**src/rtl/modbus_rtu_register_slave_macros.svh**
```systemverilog
// assertion helpers included by the top-level rtl file
`ifndef MODBUS_RTU_REGISTER_SLAVE_MACROS_SVH
`define MODBUS_RTU_REGISTER_SLAVE_MACROS_SVH

// same-cycle implication, checked out of reset
`define MRS_ASSERT(label, ante, cons, msg) \
	label: assert property (@(posedge clk) disable iff (!arst_n) (ante) |-> (cons)) \
		else $error(msg);

// next-cycle implication, checked out of reset
`define MRS_ASSERT_NEXT(label, ante, cons, msg) \
	label: assert property (@(posedge clk) disable iff (!arst_n) (ante) |=> (cons)) \
		else $error(msg);

`endif

```
**src/rtl/mrs_pkg.sv**
```systemverilog
package mrs_pkg;

	typedef enum logic [3:0] {
		ST_CLEAR,
		ST_IDLE,
		ST_HDR,
		ST_LEN,
		ST_CRC,
		ST_CHECK,
		ST_EXEC,
		ST_WR_HI,
		ST_WR_LO,
		ST_WR_DO,
		ST_BYTE,
		ST_FETCH
	} state_t;

	typedef enum logic [1:0] {
		RSP_READ,
		RSP_EXC,
		RSP_ECHO,
		RSP_WMULT
	} rsp_kind_t;

	typedef struct packed {
		logic        en;
		logic [15:0] addr;
		logic [15:0] data;
	} reg_wr_t;

	localparam logic [7:0]  FN_READ_HOLD   = 8'h03;
	localparam logic [7:0]  FN_READ_INPUT  = 8'h04;
	localparam logic [7:0]  FN_WRITE_ONE   = 8'h06;
	localparam logic [7:0]  FN_WRITE_MULTI = 8'h10;
	localparam logic [7:0]  EXC_FUNC       = 8'h01;
	localparam logic [7:0]  EXC_ADDR       = 8'h02;
	localparam logic [7:0]  EXC_FLAG       = 8'h80;
	localparam logic [15:0] CRC_POLY       = 16'hA001;
	localparam logic [15:0] CRC_INIT       = 16'hFFFF;
	localparam logic [15:0] MAX_SLAVE      = 16'd247;
	localparam logic [7:0]  DEFAULT_SLAVE  = 8'd1;
	localparam logic [15:0] ADDR_REG       = 16'h0091;
	localparam logic [15:0] RO_LO          = 16'h0040;
	localparam logic [15:0] RO_HI          = 16'h008F;
	localparam logic [15:0] PARAM_LO       = 16'h0090;
	localparam logic [15:0] PARAM_HI       = 16'h00BF;
	localparam int          HDR_BYTES      = 8;

	function automatic logic [15:0] crc_byte(input logic [15:0] c, input logic [7:0] b);
		logic [15:0] x;
		x = c ^ {8'h00, b};
		for (int k = 0; k < 8; k++) begin
			x = x[0] ? ((x >> 1) ^ CRC_POLY) : (x >> 1);
		end
		return x;
	endfunction

endpackage

```
**src/rtl/mrs_if.sv**
```systemverilog
interface mrs_rx_if;
	logic       valid;
	logic       ready;
	logic [7:0] rx_byte;
	modport source(output valid, output rx_byte, input ready);
	modport sink(input valid, input rx_byte, output ready);
endinterface

interface mrs_tx_if;
	logic       valid;
	logic       ready;
	logic [7:0] tx_byte_first;
	logic [7:0] tx_byte_second;
	logic [1:0] tx_count;
	logic       last_of_frame;
	logic       params_changed;
	modport source(output valid, output tx_byte_first, output tx_byte_second,
		output tx_count, output last_of_frame, output params_changed, input ready);
	modport sink(input valid, input tx_byte_first, input tx_byte_second,
		input tx_count, input last_of_frame, input params_changed, output ready);
endinterface

```
**src/rtl/mrs_frame_buf.sv**
```systemverilog
module mrs_frame_buf #(
	parameter int FRAME_BYTES = 64
) (
	input  logic                           clk,
	input  logic                           wr_en,
	input  logic [7:0]                     wr_data,
	input  logic [$clog2(FRAME_BYTES)-1:0] head,
	input  logic [$clog2(FRAME_BYTES)-1:0] wr_pos,
	input  logic                           rd_en,
	input  logic [$clog2(FRAME_BYTES)-1:0] rd_pos,
	output logic [7:0]                     rd_data
);
	localparam int FW = $clog2(FRAME_BYTES);

	logic [7:0]    mem [FRAME_BYTES];
	logic [FW-1:0] wa;
	logic [FW-1:0] ra;

	// circular buffer, positions are relative to the oldest byte
	function automatic logic [FW-1:0] wrap(input logic [FW-1:0] h, input logic [FW-1:0] p);
		logic [FW:0] s;
		s = {1'b0, h} + {1'b0, p};
		if (s >= (FW+1)'(FRAME_BYTES)) begin
			s = s - (FW+1)'(FRAME_BYTES);
		end
		return s[FW-1:0];
	endfunction

	assign wa = wrap(head, wr_pos);
	assign ra = wrap(head, rd_pos);

	always_ff @(posedge clk) begin
		if (wr_en) begin
			mem[wa] <= wr_data;
		end
		if (rd_en) begin
			rd_data <= mem[ra];
		end
	end
endmodule

```
**src/rtl/mrs_reg_bank.sv**
```systemverilog
module mrs_reg_bank
	import mrs_pkg::*;
#(
	parameter int REG_WORDS = 256
) (
	input  logic                         clk,
	input  logic                         arst_n,
	input  reg_wr_t                      wr,
	input  logic                         rd_en,
	input  logic [$clog2(REG_WORDS)-1:0] rd_addr,
	output logic [15:0]                  rd_data,
	output logic                         busy,
	output logic [7:0]                   own_addr,
	output logic                         dirty
);
	localparam int AW = $clog2(REG_WORDS);

	logic [15:0]   mem [REG_WORDS];
	logic [AW-1:0] clr_q;
	logic          busy_q;
	logic [7:0]    own_q;
	logic          dirty_q;
	logic          skip;
	logic          do_wr;
	logic          is_addr_reg;
	logic [15:0]   val;
	logic          we;
	logic [AW-1:0] wa;
	logic [15:0]   wd;

	assign skip        = (wr.addr >= RO_LO) && (wr.addr <= RO_HI);
	assign do_wr       = wr.en && !skip;
	assign is_addr_reg = wr.addr == ADDR_REG;
	// a slave address of 0 or above MAX_SLAVE is replaced by the default address
	assign val = (is_addr_reg && ((wr.data == 16'd0) || (wr.data > MAX_SLAVE))) ?
		16'(DEFAULT_SLAVE) : wr.data;

	always_comb begin
		if (busy_q) begin
			we = 1'b1;
			wa = clr_q;
			wd = (16'(clr_q) == ADDR_REG) ? 16'(DEFAULT_SLAVE) : 16'd0;
		end else begin
			we = do_wr;
			wa = wr.addr[AW-1:0];
			wd = val;
		end
	end

	always_ff @(posedge clk) begin
		if (we) begin
			mem[wa] <= wd;
		end
		if (rd_en) begin
			rd_data <= mem[rd_addr];
		end
	end

	always_ff @(posedge clk or negedge arst_n) begin
		if (!arst_n) begin
			clr_q   <= '0;
			busy_q  <= 1'b1;
			own_q   <= DEFAULT_SLAVE;
			dirty_q <= 1'b0;
		end else begin
			if (busy_q) begin
				clr_q <= clr_q + AW'(1);
				if (clr_q == AW'(REG_WORDS - 1)) begin
					busy_q <= 1'b0;
				end
			end
			if (!busy_q && do_wr) begin
				if (is_addr_reg) begin
					own_q <= val[7:0];
				end
				if ((wr.addr >= PARAM_LO) && (wr.addr <= PARAM_HI)) begin
					dirty_q <= 1'b1;
				end
			end
		end
	end

	assign busy     = busy_q;
	assign own_addr = own_q;
	assign dirty    = dirty_q;
endmodule

```
**src/rtl/modbus_rtu_register_slave.sv**
```systemverilog
// modbus rtu slave over a bank of 16-bit holding registers
// rx: one received serial byte per word; tx: response words of two bytes each
// (tx_count 1 marks a lone final byte, last_of_frame the final word of a frame)
// each byte is stored in a circular frame buffer; from 8 bytes on the header is
// read back and, once the frame length is reached, the crc is recomputed from
// the frame buffer one byte per cycle
// from the last request byte to the first response word the header is read back,
// the length checked, the crc scanned and checked and the request executed; a
// response then leaves one byte per cycle unless tx.ready stalls it, with a
// register read before each register word on reads; a multiple write passes
// through ST_WR_HI, ST_WR_LO and ST_WR_DO for each register written
// throughput: one rx byte per cycle for the first 7 bytes of a frame; from the
// 8th byte on rx.ready is low after each byte for the header read and length
// check, and once the length is reached for the crc scan; after a complete frame
// the next byte is taken once the response is fully handed to the output register
// reset: all REG_WORDS holding registers are cleared in one pass (the slave
// address to its default), rx.ready stays low during it; the frame buffer starts empty
// a stalled receiver holds the current tx word; the response generator waits,
// and rx is taken again once the last word sits in the output register
`include "modbus_rtu_register_slave_macros.svh"

module modbus_rtu_register_slave
	import mrs_pkg::*;
#(
	parameter int FRAME_BYTES    = 64,
	parameter int REG_WORDS      = 256,
	parameter int RESPONSE_BYTES = 128
) (
	input  logic clk,
	input  logic arst_n,
	mrs_rx_if.sink   rx,
	mrs_tx_if.source tx
);
	localparam int FW       = $clog2(FRAME_BYTES);
	localparam int AW       = $clog2(REG_WORDS);
	localparam int RLW      = $clog2(RESPONSE_BYTES + 1);
	localparam int MAX_READ = (RESPONSE_BYTES - 5) / 2;

	state_t        state_q, state_d;
	logic [FW-1:0] fill_q, head_q, ic_q, pos_s1, tot_q, k_q;
	logic          v_s1;
	logic [7:0]    hdr_q [HDR_BYTES];
	logic [15:0]   crc_q, want_q, wa_q;
	logic [7:0]    hi_q, first_q, code_q;
	rsp_kind_t     kind_q;
	logic [RLW-1:0] bi_q, len_q;
	logic [AW-1:0] rd_addr_q;
	logic          fetched_q;
	logic          tx_v_q, txl_q, txp_q;
	logic [7:0]    txf_q, txs_q;
	logic [1:0]    txc_q;

	// buffer and bank ports
	logic          fb_wr_en, fb_rd_en;
	logic [FW-1:0] fb_rd_pos;
	logic [7:0]    fb_rd;
	reg_wr_t       bank_wr;
	logic          bank_rd_en, bank_busy, bank_dirty;
	logic [15:0]   bank_rd;
	logic [7:0]    own_addr;

	logic [FW:0]   fill_inc, head_inc;
	logic [15:0]   a16, q16;
	logic [17:0]   tot_wide;
	logic          scan_issue, scan_last, addr_ok, read_bad, w6_bad, w16_bad, last_k;
	logic [16:0]   end_addr;
	logic [7:0]    tx_b;
	logic          at_crc, need_fetch, push, out_free, advance, lo_byte;

	mrs_frame_buf #(.FRAME_BYTES(FRAME_BYTES)) u_frame (
		.clk     (clk),
		.wr_en   (fb_wr_en),
		.wr_data (rx.rx_byte),
		.head    (head_q),
		.wr_pos  (fill_q),
		.rd_en   (fb_rd_en),
		.rd_pos  (fb_rd_pos),
		.rd_data (fb_rd)
	);

	mrs_reg_bank #(.REG_WORDS(REG_WORDS)) u_bank (
		.clk      (clk),
		.arst_n   (arst_n),
		.wr       (bank_wr),
		.rd_en    (bank_rd_en),
		.rd_addr  (rd_addr_q),
		.rd_data  (bank_rd),
		.busy     (bank_busy),
		.own_addr (own_addr),
		.dirty    (bank_dirty)
	);

	assign fill_inc = {1'b0, fill_q} + (FW+1)'(1);
	assign head_inc = {1'b0, head_q} + (FW+1)'(1);
	assign a16      = {hdr_q[2], hdr_q[3]};
	assign q16      = {hdr_q[4], hdr_q[5]};
	assign tot_wide = (hdr_q[1] == FN_WRITE_MULTI) ? (18'd9 + {1'b0, q16, 1'b0}) : 18'd8;
	assign end_addr = {1'b0, a16} + {1'b0, q16};
	assign addr_ok  = hdr_q[0] == own_addr;
	assign read_bad = (q16 == 16'd0) || (end_addr > 17'(REG_WORDS)) || (q16 > 16'(MAX_READ));
	assign w6_bad   = {1'b0, a16} >= 17'(REG_WORDS);
	assign w16_bad  = (q16 == 16'd0) || (hdr_q[6] != {q16[6:0], 1'b0})
		|| (end_addr > 17'(REG_WORDS));
	assign last_k   = (16'(k_q) + 16'd1) == q16;

	assign scan_issue = ((state_q == ST_HDR) && (ic_q < FW'(HDR_BYTES)))
		|| ((state_q == ST_CRC) && (ic_q < tot_q));
	assign scan_last  = (state_q == ST_HDR) ? (pos_s1 == FW'(HDR_BYTES - 1))
		: (pos_s1 == tot_q - FW'(1));

	// response byte generator
	assign at_crc = (kind_q != RSP_ECHO) && (bi_q >= len_q - RLW'(2));
	always_comb begin
		tx_b = 8'h00;
		if (at_crc) begin
			tx_b = (bi_q == len_q - RLW'(2)) ? crc_q[7:0] : crc_q[15:8];
		end else begin
			case (kind_q)
				RSP_READ: begin
					if (bi_q == RLW'(0)) begin
						tx_b = hdr_q[0];
					end else if (bi_q == RLW'(1)) begin
						tx_b = hdr_q[1];
					end else if (bi_q == RLW'(2)) begin
						tx_b = {hdr_q[5][6:0], 1'b0};
					end else begin
						tx_b = bi_q[0] ? bank_rd[15:8] : bank_rd[7:0];
					end
				end
				RSP_EXC: begin
					if (bi_q == RLW'(0)) begin
						tx_b = hdr_q[0];
					end else if (bi_q == RLW'(1)) begin
						tx_b = hdr_q[1] | EXC_FLAG;
					end else begin
						tx_b = code_q;
					end
				end
				default: tx_b = hdr_q[bi_q[2:0]];
			endcase
		end
	end

	assign need_fetch = (kind_q == RSP_READ) && (bi_q >= RLW'(3)) && !at_crc
		&& bi_q[0] && !fetched_q;
	assign lo_byte    = (kind_q == RSP_READ) && (bi_q >= RLW'(4)) && !at_crc && !bi_q[0];
	assign push       = bi_q[0] || (bi_q == len_q - RLW'(1));
	assign out_free   = !tx_v_q || tx.ready;
	assign advance    = (state_q == ST_BYTE) && !need_fetch && (!push || out_free);

	// next state
	always_comb begin
		state_d = state_q;
		unique case (state_q)
			ST_CLEAR: if (!bank_busy) state_d = ST_IDLE;
			ST_IDLE: begin
				if (rx.valid && (fill_inc != (FW+1)'(FRAME_BYTES))
					&& (fill_inc >= (FW+1)'(HDR_BYTES))) begin
					state_d = ST_HDR;
				end
			end
			ST_HDR: if (v_s1 && scan_last) state_d = ST_LEN;
			ST_LEN: state_d = (tot_wide > 18'(fill_q)) ? ST_IDLE : ST_CRC;
			ST_CRC: if (v_s1 && scan_last) state_d = ST_CHECK;
			ST_CHECK: state_d = (crc_q != want_q) ? ST_IDLE : ST_EXEC;
			ST_EXEC: begin
				if (!addr_ok) begin
					state_d = ST_IDLE;
				end else if ((hdr_q[1] == FN_WRITE_MULTI) && !w16_bad) begin
					state_d = ST_WR_HI;
				end else begin
					state_d = ST_BYTE;
				end
			end
			ST_WR_HI: state_d = ST_WR_LO;
			ST_WR_LO: state_d = ST_WR_DO;
			ST_WR_DO: state_d = last_k ? ST_BYTE : ST_WR_HI;
			ST_BYTE: begin
				if (need_fetch) begin
					state_d = ST_FETCH;
				end else if (advance && (bi_q == len_q - RLW'(1))) begin
					state_d = ST_IDLE;
				end
			end
			ST_FETCH: state_d = ST_BYTE;
			default: state_d = ST_IDLE;
		endcase
	end

	// control outputs
	always_comb begin
		rx.ready   = 1'b0;
		fb_wr_en   = 1'b0;
		fb_rd_en   = 1'b0;
		fb_rd_pos  = ic_q;
		bank_rd_en = 1'b0;
		bank_wr    = '0;
		unique case (state_q)
			ST_IDLE: begin
				rx.ready = 1'b1;
				fb_wr_en = rx.valid;
			end
			ST_HDR, ST_CRC: fb_rd_en = scan_issue;
			ST_WR_HI: begin
				fb_rd_en  = 1'b1;
				fb_rd_pos = FW'(7) + {k_q[FW-2:0], 1'b0};
			end
			ST_WR_LO: begin
				fb_rd_en  = 1'b1;
				fb_rd_pos = FW'(8) + {k_q[FW-2:0], 1'b0};
			end
			ST_WR_DO: bank_wr = '{en: 1'b1, addr: wa_q, data: {hi_q, fb_rd}};
			ST_EXEC: begin
				if (addr_ok && (hdr_q[1] == FN_WRITE_ONE) && !w6_bad) begin
					bank_wr = '{en: 1'b1, addr: a16, data: q16};
				end
			end
			ST_FETCH: bank_rd_en = 1'b1;
			default: ;
		endcase
	end

	// control registers
	always_ff @(posedge clk or negedge arst_n) begin
		if (!arst_n) begin
			state_q   <= ST_CLEAR;
			fill_q    <= '0;
			head_q    <= '0;
			ic_q      <= '0;
			v_s1      <= 1'b0;
			bi_q      <= '0;
			fetched_q <= 1'b0;
			tx_v_q    <= 1'b0;
		end else begin
			state_q <= state_d;
			v_s1    <= scan_issue;
			if (scan_issue) begin
				ic_q <= ic_q + FW'(1);
			end
			if (advance && push) begin
				tx_v_q <= 1'b1;
			end else if (tx.ready) begin
				tx_v_q <= 1'b0;
			end
			case (state_q)
				ST_IDLE: begin
					ic_q <= '0;
					if (rx.valid) begin
						fill_q <= (fill_inc == (FW+1)'(FRAME_BYTES)) ? '0 : fill_inc[FW-1:0];
					end
				end
				ST_LEN: ic_q <= '0;
				ST_CHECK: begin
					if (crc_q != want_q) begin
						// drop the oldest byte and retry on the next arrival
						head_q <= (head_inc == (FW+1)'(FRAME_BYTES)) ? '0 : head_inc[FW-1:0];
						fill_q <= fill_q - FW'(1);
					end else begin
						fill_q <= '0;
					end
				end
				ST_EXEC: begin
					bi_q      <= '0;
					fetched_q <= 1'b0;
				end
				ST_FETCH: fetched_q <= 1'b1;
				ST_BYTE: begin
					if (advance) begin
						bi_q <= bi_q + RLW'(1);
						if (lo_byte) begin
							fetched_q <= 1'b0;
						end
					end
				end
				default: ;
			endcase
		end
	end

	// datapath registers
	always_ff @(posedge clk) begin
		if (v_s1 && (state_q == ST_HDR)) begin
			hdr_q[pos_s1[2:0]] <= fb_rd;
		end
		pos_s1 <= ic_q;
		if (advance && push) begin
			txf_q <= bi_q[0] ? first_q : tx_b;
			txs_q <= bi_q[0] ? tx_b : 8'h00;
			txc_q <= bi_q[0] ? 2'd2 : 2'd1;
			txl_q <= bi_q == len_q - RLW'(1);
			txp_q <= bank_dirty;
		end
		case (state_q)
			ST_LEN: begin
				tot_q <= tot_wide[FW-1:0];
				crc_q <= CRC_INIT;
			end
			ST_CRC: begin
				if (v_s1) begin
					if (pos_s1 < tot_q - FW'(2)) begin
						crc_q <= crc_byte(crc_q, fb_rd);
					end else if (pos_s1 == tot_q - FW'(2)) begin
						want_q[7:0] <= fb_rd;
					end else begin
						want_q[15:8] <= fb_rd;
					end
				end
			end
			ST_EXEC: begin
				crc_q     <= CRC_INIT;
				rd_addr_q <= a16[AW-1:0];
				wa_q      <= a16;
				k_q       <= '0;
				code_q    <= EXC_ADDR;
				unique case (hdr_q[1]) inside
					FN_READ_HOLD, FN_READ_INPUT: begin
						kind_q <= read_bad ? RSP_EXC : RSP_READ;
						len_q  <= read_bad ? RLW'(5) : RLW'(16'd5 + {q16[14:0], 1'b0});
					end
					FN_WRITE_ONE: begin
						kind_q <= w6_bad ? RSP_EXC : RSP_ECHO;
						len_q  <= w6_bad ? RLW'(5) : RLW'(8);
					end
					FN_WRITE_MULTI: begin
						kind_q <= w16_bad ? RSP_EXC : RSP_WMULT;
						len_q  <= w16_bad ? RLW'(5) : RLW'(8);
					end
					default: begin
						kind_q <= RSP_EXC;
						len_q  <= RLW'(5);
						code_q <= EXC_FUNC;
					end
				endcase
			end
			ST_WR_LO: hi_q <= fb_rd;
			ST_WR_DO: begin
				k_q  <= k_q + FW'(1);
				wa_q <= wa_q + 16'd1;
			end
			ST_BYTE: begin
				if (advance) begin
					if (!at_crc) begin
						crc_q <= crc_byte(crc_q, tx_b);
					end
					if (!bi_q[0]) begin
						first_q <= tx_b;
					end
					if (lo_byte) begin
						rd_addr_q <= rd_addr_q + AW'(1);
					end
				end
			end
			default: ;
		endcase
	end

	assign tx.valid          = tx_v_q;
	assign tx.tx_byte_first  = txf_q;
	assign tx.tx_byte_second = txs_q;
	assign tx.tx_count       = txc_q;
	assign tx.last_of_frame  = txl_q;
	assign tx.params_changed = txp_q;

	`MRS_ASSERT(a_no_rx_in_clear, rx.ready, !bank_busy, "rx taken during register clear")
	`MRS_ASSERT(a_short_is_last, tx.valid && (tx.tx_count == 2'd1), tx.last_of_frame, "single byte word not at end of frame")
	`MRS_ASSERT_NEXT(a_dirty_sticky, bank_dirty, bank_dirty, "parameter dirty flag cleared")
	`MRS_ASSERT(a_fetch_once, state_q == ST_FETCH, !fetched_q, "register word fetched twice")
endmodule
```
**src/flat_wrapper.sv**
```systemverilog
// flat-port wrapper written by rule: the top's interface ports become plain ports
module modbus_rtu_register_slave_flat import mrs_pkg::*;
#(
	parameter int FRAME_BYTES    = 64,
	parameter int REG_WORDS      = 256,
	parameter int RESPONSE_BYTES = 128
)
  (clk, arst_n, rx_valid, rx_rx_byte, rx_ready, tx_valid, tx_tx_byte_first, tx_tx_byte_second, tx_tx_count, tx_last_of_frame, tx_params_changed, tx_ready);
  mrs_rx_if rx_i ();
  mrs_tx_if tx_i ();
  input  logic clk;
  input  logic arst_n;
  input wire logic [$bits(rx_i.valid)-1:0] rx_valid;
  input wire logic [$bits(rx_i.rx_byte)-1:0] rx_rx_byte;
  output wire logic [$bits(rx_i.ready)-1:0] rx_ready;
  output wire logic [$bits(tx_i.valid)-1:0] tx_valid;
  output wire logic [$bits(tx_i.tx_byte_first)-1:0] tx_tx_byte_first;
  output wire logic [$bits(tx_i.tx_byte_second)-1:0] tx_tx_byte_second;
  output wire logic [$bits(tx_i.tx_count)-1:0] tx_tx_count;
  output wire logic [$bits(tx_i.last_of_frame)-1:0] tx_last_of_frame;
  output wire logic [$bits(tx_i.params_changed)-1:0] tx_params_changed;
  input wire logic [$bits(tx_i.ready)-1:0] tx_ready;
  assign rx_i.valid = rx_valid;
  assign rx_i.rx_byte = rx_rx_byte;
  assign rx_ready = rx_i.ready;
  assign tx_valid = tx_i.valid;
  assign tx_tx_byte_first = tx_i.tx_byte_first;
  assign tx_tx_byte_second = tx_i.tx_byte_second;
  assign tx_tx_count = tx_i.tx_count;
  assign tx_last_of_frame = tx_i.last_of_frame;
  assign tx_params_changed = tx_i.params_changed;
  assign tx_i.ready = tx_ready;
  modbus_rtu_register_slave #(.FRAME_BYTES(FRAME_BYTES), .REG_WORDS(REG_WORDS), .RESPONSE_BYTES(RESPONSE_BYTES)) u_core (.clk(clk), .arst_n(arst_n), .rx(rx_i), .tx(tx_i));
endmodule
```
**config.mk**
```make
export PLATFORM = sky130hd
export DESIGN_NAME = modbus_rtu_register_slave_flat
export DESIGN_NICKNAME = d
export VERILOG_FILES = /design/src/rtl/mrs_pkg.sv /design/src/rtl/mrs_if.sv /design/src/rtl/mrs_frame_buf.sv /design/src/rtl/mrs_reg_bank.sv /design/src/rtl/modbus_rtu_register_slave.sv /design/src/flat_wrapper.sv
export VERILOG_INCLUDE_DIRS = /design/src /design/src/rtl
export SDC_FILE = /design/constraint.sdc
export NUM_CORES = 2
export LEC_CHECK = 0
export BUFFER_PORTS_ARGS = -buffer_cell sky130_fd_sc_hd__buf_4
export CAP_MARGIN = 25
export CELL_PAD_IN_SITES_DETAIL_PLACEMENT = 0
export CELL_PAD_IN_SITES_GLOBAL_PLACEMENT = 1
export CORE_AREA = 2 2 808 810
export DETAILED_ROUTE_END_ITERATION = 8
export DIE_AREA = 0 0 810 812
export HOLD_SLACK_MARGIN = 0.1
export PLACE_DENSITY = 0.55
export SYNTH_ARGS = -nofsm -noshare
export SYNTH_HDL_FRONTEND = slang
export SYNTH_HIERARCHICAL = 1
export SYNTH_MEMORY_MAX_BITS = 65536
export SYNTH_SLANG_ARGS = --single-unit
```
**constraint.sdc**
```tcl
create_clock -name clk -period 15.7 [get_ports clk]
set_input_delay 0.785 -clock clk [delete_from_list [all_inputs] [get_ports clk]]
set_output_delay 0.785 -clock clk [all_outputs]
set_load 0.02 [all_outputs]
```
# After elaboration in Yosys (flattened, before gate mapping)
# Memory sizes are Yosys's and may differ from the RTL's. A register that Yosys moved wholly into a read port is not among the register bits.
# Index checks and enable logic that the tools add are counted.
# totals
register_bits	179
latchBits	0
ramBits	4672
mem_bits_ro	0
input_bits	12
out_inout_bits	22
word_cells	310
n_memories	3
# mem_list
memory	words	width	read_ports	rd_ports_with_merged_regs	write_ports	line_no	text
u_core.u_bank.mem	256	16	1	1	1	mrs_reg_bank.sv:18	logic [15:0] mem [REG_WORDS];
u_core.u_frame.mem	64	8	1	1	1	mrs_frame_buf.sv:15	logic [7:0] mem [FRAME_BYTES];
u_core.hdr_q	8	8	8	0	1	modbus_rtu_register_slave.sv:42	logic [7:0] hdr_q [HDR_BYTES];
# classes
n_addsub	23
multipliers	0
n_div	0
magnitude_cmp	18
eq_ne	45
shift	0
mux	96
n_bitwise	20
n_reduce_logical	75
# ops
operator	count
two-way mux 16 bit	22
two-way mux 8 bit	14
case mux 33 bit (2 select lines)	1
two-way mux 6 bit	8
inverter 2 -> 3 bit	16
case mux 16 bit (3 select lines)	1
case mux 4 bit (12 select lines)	1
case mux 8 bit (2 select lines)	3
two-way mux 4 bit	11
case mux 6 bit (2 select lines)	3
two-way mux 33 bit	1
less-or-equal comparator 16 x 8 -> 1 bit (second input constant)	2
logical NOT 16 bit	2
case mux 16 bit (2 select lines)	1
XOR 16 x 8 -> 16 bit	2
logical AND 1 bit	26
adder 8 x 1 -> 8 bit (second input constant)	3
equality test 8 bit	3
case mux 8 bit (3 select lines)	1
subtractor 6 x 1 -> 6 bit (second input constant)	4
adder 6 x 1 -> 7 bit (second input constant)	3
two-way mux 1 bit	19
adder 4 x 17 -> 18 bit (first input constant)	1
greater-than comparator 18 x 6 -> 1 bit	1
64 further kinds	128

# Logic depth before layout (Yosys ltp)
# logic_depth
depth_word	26
mapped_depth	18
ltp_nobuf	16

# Cells and area by module
# Netlist, hierarchy kept.
# by_module_without_submodules
mod	n_inst	cells_each	area_each_um2	seq_area_each_um2
mrs_reg_bank	1	7428	159648.1	123931.4
mrs_frame_buf	1	1013	20641.0	15615.0
modbus_rtu_register_slave	1	1288	13651.8	6351.1

# Least setup slack after synthesis
# Ideal clock, no wire load.
# synth_path
path_type	flip-flop to flip-flop
from	reg u_core.u_bank.own_q[0], in the netlist u_core/u_bank/own_addr[0]
to	mem u_core.u_bank.mem[0][0] (data pin)
setup_ns	1.586
t_arrival_ns	9.331
required_time_ns	14.114
slack_ns	4.783
stages_incl_launch_ff	14
n_path_buf	1
period_less_slack_ns	10.917
path_cell_list	dfstp_2 xor2_1 nor4_1 nand2_1 nor3_1 inv_1 nor3_1 clkbuf_1 a22o_1 and3_1 a31oi_1 a21oi_1 nor2_1 o22ai_1
# synth_rtl
item	line_no	text
start: declaration	mrs_reg_bank.sv:21	logic [7:0] own_q;
start signal: assignment	mrs_reg_bank.sv:74	own_q <= val[7:0];
end: declaration	mrs_reg_bank.sv:18	

==> out/results.ini <==
[synthesis]
synth_cells = 9729
synth_simple_gate_area_share_pct = 3.14
ys_warn_count = 6
synth_most_common_cell = edfxtp_1
synth_area_leaders = edfxtp_1 75%, mux4_2 11%, mux2i_1 2.5%, nor2_1 0.94%, o221ai_1 0.84%
ys_types = 106
synth_top_cell_area_share_pct = 74.5
synth_enable_flop_cells = 4812
synthTopCellsByCount = 4812 x edfxtp_1, 944 x mux4_2, 488 x mux2i_1, 488 x nor2_1, 360 x nand2_1
yosysSeqAreaShare_pct = 75.2
yosysTopAreaCell = edfxtp_1
synth_nets = 9819
synth_ff_type = edfxtp_1
synth_xor_area_share_pct = 0.783
synth_top_family_by_area = multiplexers
syn-cell-area_um2 = 194000
synthMuxAreaShare_pct = 14.1
avgSynthCellArea_um2 = 19.9
async_flop_share_pct = 1.05
synth_compound_area_share_pct = 4.33
ys_ff_latch = 4869
synth_fa_ha_area_share_pct = 0.515

[routing]
vias = 100000
wl_um = 568000
final_antenna_net_count = 0
firstDrtPassIters = 6
post-route-drc-count = 0
routedWlPerCell_um = 29.4
drt_iter0_drc = 11400
via_per_inst = 5.18

[critical_path]
path_delay_family = buffers and inverters
crit_buf_inv = 5
cpMostUsedCell = buf_4
cp.depth = 17
reg2regPathDepth = 17
critPathCapture = u_core/u_bank/mem[78][0]
worstReg2RegEnd = u_core/u_bank/mem[78][0]
critical_path_required_ps = 16420
crit_path_cell_trace = xor2_1 -> nor4_1 -> nand2_1 -> nor3_1 -> inv_1 -> nor3_2 -> buf_4 -> a22o_1 -> nand2b_1 -> nor3_1 -> nand4_1 -> a21oi_1 -> nor2_1 -> o22ai_4 -> buf_4 -> buf_4 -> buf_4
r2r_slack_ps = 8750
critPathLaunchType = register
path_max_fanout = 63
startpoint = u_core/hdr_q[0][5]
arrival_ps = 7670
crit_path_max_incr_delay_ps = 740
r2r-start = u_core/hdr_q[0][5]
endpoint_kind = register
crit_type = register to register
crit_slowest_cell = buf_4

[placed_design]
placed_cell_area_um2 = 206000
gpl.final_weighted_congestion = 0.841
hpwl_um = 346000
dp.cells = 18400
placement.io_buffers = 33

[pwr]
peakVddDrop_v = 0.000113
report.power.total_w = 0.0265
power_leakage_nw = 70.5
powerDensity_nw_per_um2 = 118

[sta]
tightest_slew_ps = 1310
final-setup-viol-count = 0
min_period_over_period_pct = 44.3
hold_violations = 0
fin_crit_ps = 6950
maxSlewHeadroom_pct = 12.4
drv_slew = 0
rsz0062_at_grt = no
skew_ps = 75.3
fin_tns_setup_ps = 0
max_freq_ghz = 0.144

[grt]
grt_pass1_vias = 101000
grt_usage_pct = 16.7
overflow = 0
grt_max_degree = 209
antenna_found_initial = 22
grt_pass1_wl_um = 794000

[cts]
clk_pin_slew_ps = 60
cts_setup_buffers = 0
clock_latency_ps = 1070
cts_buffer_depth = 4
htree_levels = 6
cts-root-buf = clkbuf_16
hold_buffers = 2
cts_sinks = 4869
cts_resized = 0
cts_tree = done
cts_buffers = 543

[die]
initial_core_util_pct = 29.9
rows = 296
die_y_um = 812
die_area_um2 = 658000
core_area_um2 = 648000
die_w_um = 810
ios = 34

[final_layout]
nets = 10400
area_growth_pct = 15.5
drive_gt1_share_pct = 22.7
design_area_um2 = 224000
fin_cells = 19300

[hold_path]
hp-class = primary input to register

[outcome]
status = finished clean

[job]
maxCapViolCount = 0

==> cells by family after synthesis <==
group	Yosys count
XOR/XNOR	170
AO/OA/AOI/OAI	1199
buffers and inverters	604
other	1
multiplexers	1501
adder cells (fa/ha/maj)	78
AND/OR/NAND/NOR	1307
flip-flops	4869
==> stage by stage <==
step	hold WS, ps	util (%)	worst slack (ps)
after global routing	281	34.5	8370
after global placement	430	31.7	8810
after floorplan	416	-	4780
final	279	34.5	8750
after CTS	183	34.5	8850
after detailed placement	451	31.8	8870
==> sequential cells by signal, summed over array words and instances (netlist names), 6 cells and up <==
| register | flops |
|---|---|
| u_core/u_bank/mem | 4096 |
| u_core/u_frame/mem | 512 |
| u_core/hdr_q | 64 |
| u_core/crc_q | 16 |
| u_core/u_bank/rd_data | 16 |
| u_core/wa_q | 16 |
| u_core/want_q | 16 |
| u_core/bi_q | 8 |
| u_core/first_q | 8 |
| u_core/hi_q | 8 |
| u_core/len_q | 8 |
| u_core/rd_addr_q | 8 |
| u_core/tx.tx_byte_first | 8 |
| u_core/tx.tx_byte_second | 8 |
| u_core/u_bank/clr_q | 8 |
| u_core/u_bank/own_addr | 8 |
| u_core/u_frame/rd_data | 8 |
| u_core/fill_q | 6 |
| u_core/head_q | 6 |
| u_core/ic_q | 6 |
| u_core/k_q | 6 |
| u_core/pos_s1 | 6 |
| u_core/tot_q | 6 |
==> cell usage in the layout (no fill, tap or decap), types with 19 or more instances in the layout <==
| cell | n |
|---|---|
| a211oi_1 | 73 |
| a21oi_1 | 209 |
| a221oi_1 | 62 |
| a22o_1 | 50 |
| a22oi_1 | 176 |
| and3_1 | 31 |
| buf_12 | 19 |
| buf_4 | 487 |
| buf_8 | 20 |
| bufinv_16 | 36 |
| clkbuf_1 | 125 |
| clkbuf_16 | 548 |
| clkinv_1 | 112 |
| clkinv_16 | 22 |
| clkinv_2 | 70 |
| dfrtp_1 | 48 |
| edfxtp_1 | 4812 |
| ha_1 | 74 |
| inv_1 | 51 |
| mux2_2 | 35 |
| mux2i_1 | 488 |
| mux4_1 | 33 |
| mux4_2 | 944 |
| nand2_1 | 342 |
| nand2b_1 | 31 |
| nand3_1 | 75 |
| nand4_1 | 38 |
| nor2_1 | 433 |
| nor2_2 | 54 |
| nor2b_1 | 22 |
| nor3_1 | 81 |
| nor4_1 | 54 |
| nor4_2 | 21 |
| o211ai_1 | 19 |
| o21ai_0 | 166 |
| o221ai_1 | 185 |
| o22ai_1 | 118 |
| xnor2_1 | 85 |
| xor2_1 | 81 |
==> per-layer routing <==
layer	global-route usage [%]	vias to the layer above	share of wire [%]
met5	0	-	0.0049
met3	2.31	770	6.2
met1	22.9	54100	42
met2	27.9	3703	49
li1	-	41600	-
met4	4.79	4	3.1
==> where the power goes <==
group | leakage (nW) | internal (W) | total [W] | switching [W]
registers | 44.0 | 0.0141 | 0.0141 | 0
clock network | 8.37 | 0.00708 | 0.0124 | 0.00528
logic | 18.1 | 0.00000215 | 0.0000275 | 0.0000253
total | 70.5 | 0.0212 | 0.0265 | 0.00531
==> how the worst min path moves through the flow <==
stage                         from  depth (start not counted)  slack, ps                       end
4_1_cts                   rx_valid                          4        180          u_core/fill_q[5]
5_1_grt              rx_rx_byte[7]                          1        280  u_core/u_frame/mem[1][7]
3_5_place_dp   u_core/u_bank/dirty                          0        450  u_core/tx.params_changed
3_3_place_gp   u_core/u_bank/dirty                          0        430  u_core/tx.params_changed
2_1_floorplan  u_core/u_bank/dirty                          0        420  u_core/tx.params_changed
6_report             rx_rx_byte[4]                          1        280  u_core/u_frame/mem[2][4]
==> final cells by class <==
type                            instances  area (um^2)
Timing Repair Buffer                  552         4820
Sequential cell                      4869       146000
Tap cell                             8642        10800
Clock buffer                          674        14200
Fill cell                           60100       425000
Clock inverter                        285         3080
Antenna cell                           10         25.0
Inverter                               54          209
Multi-Input combinational cell       4256        44900
Power figures use the tool's default switching activity.
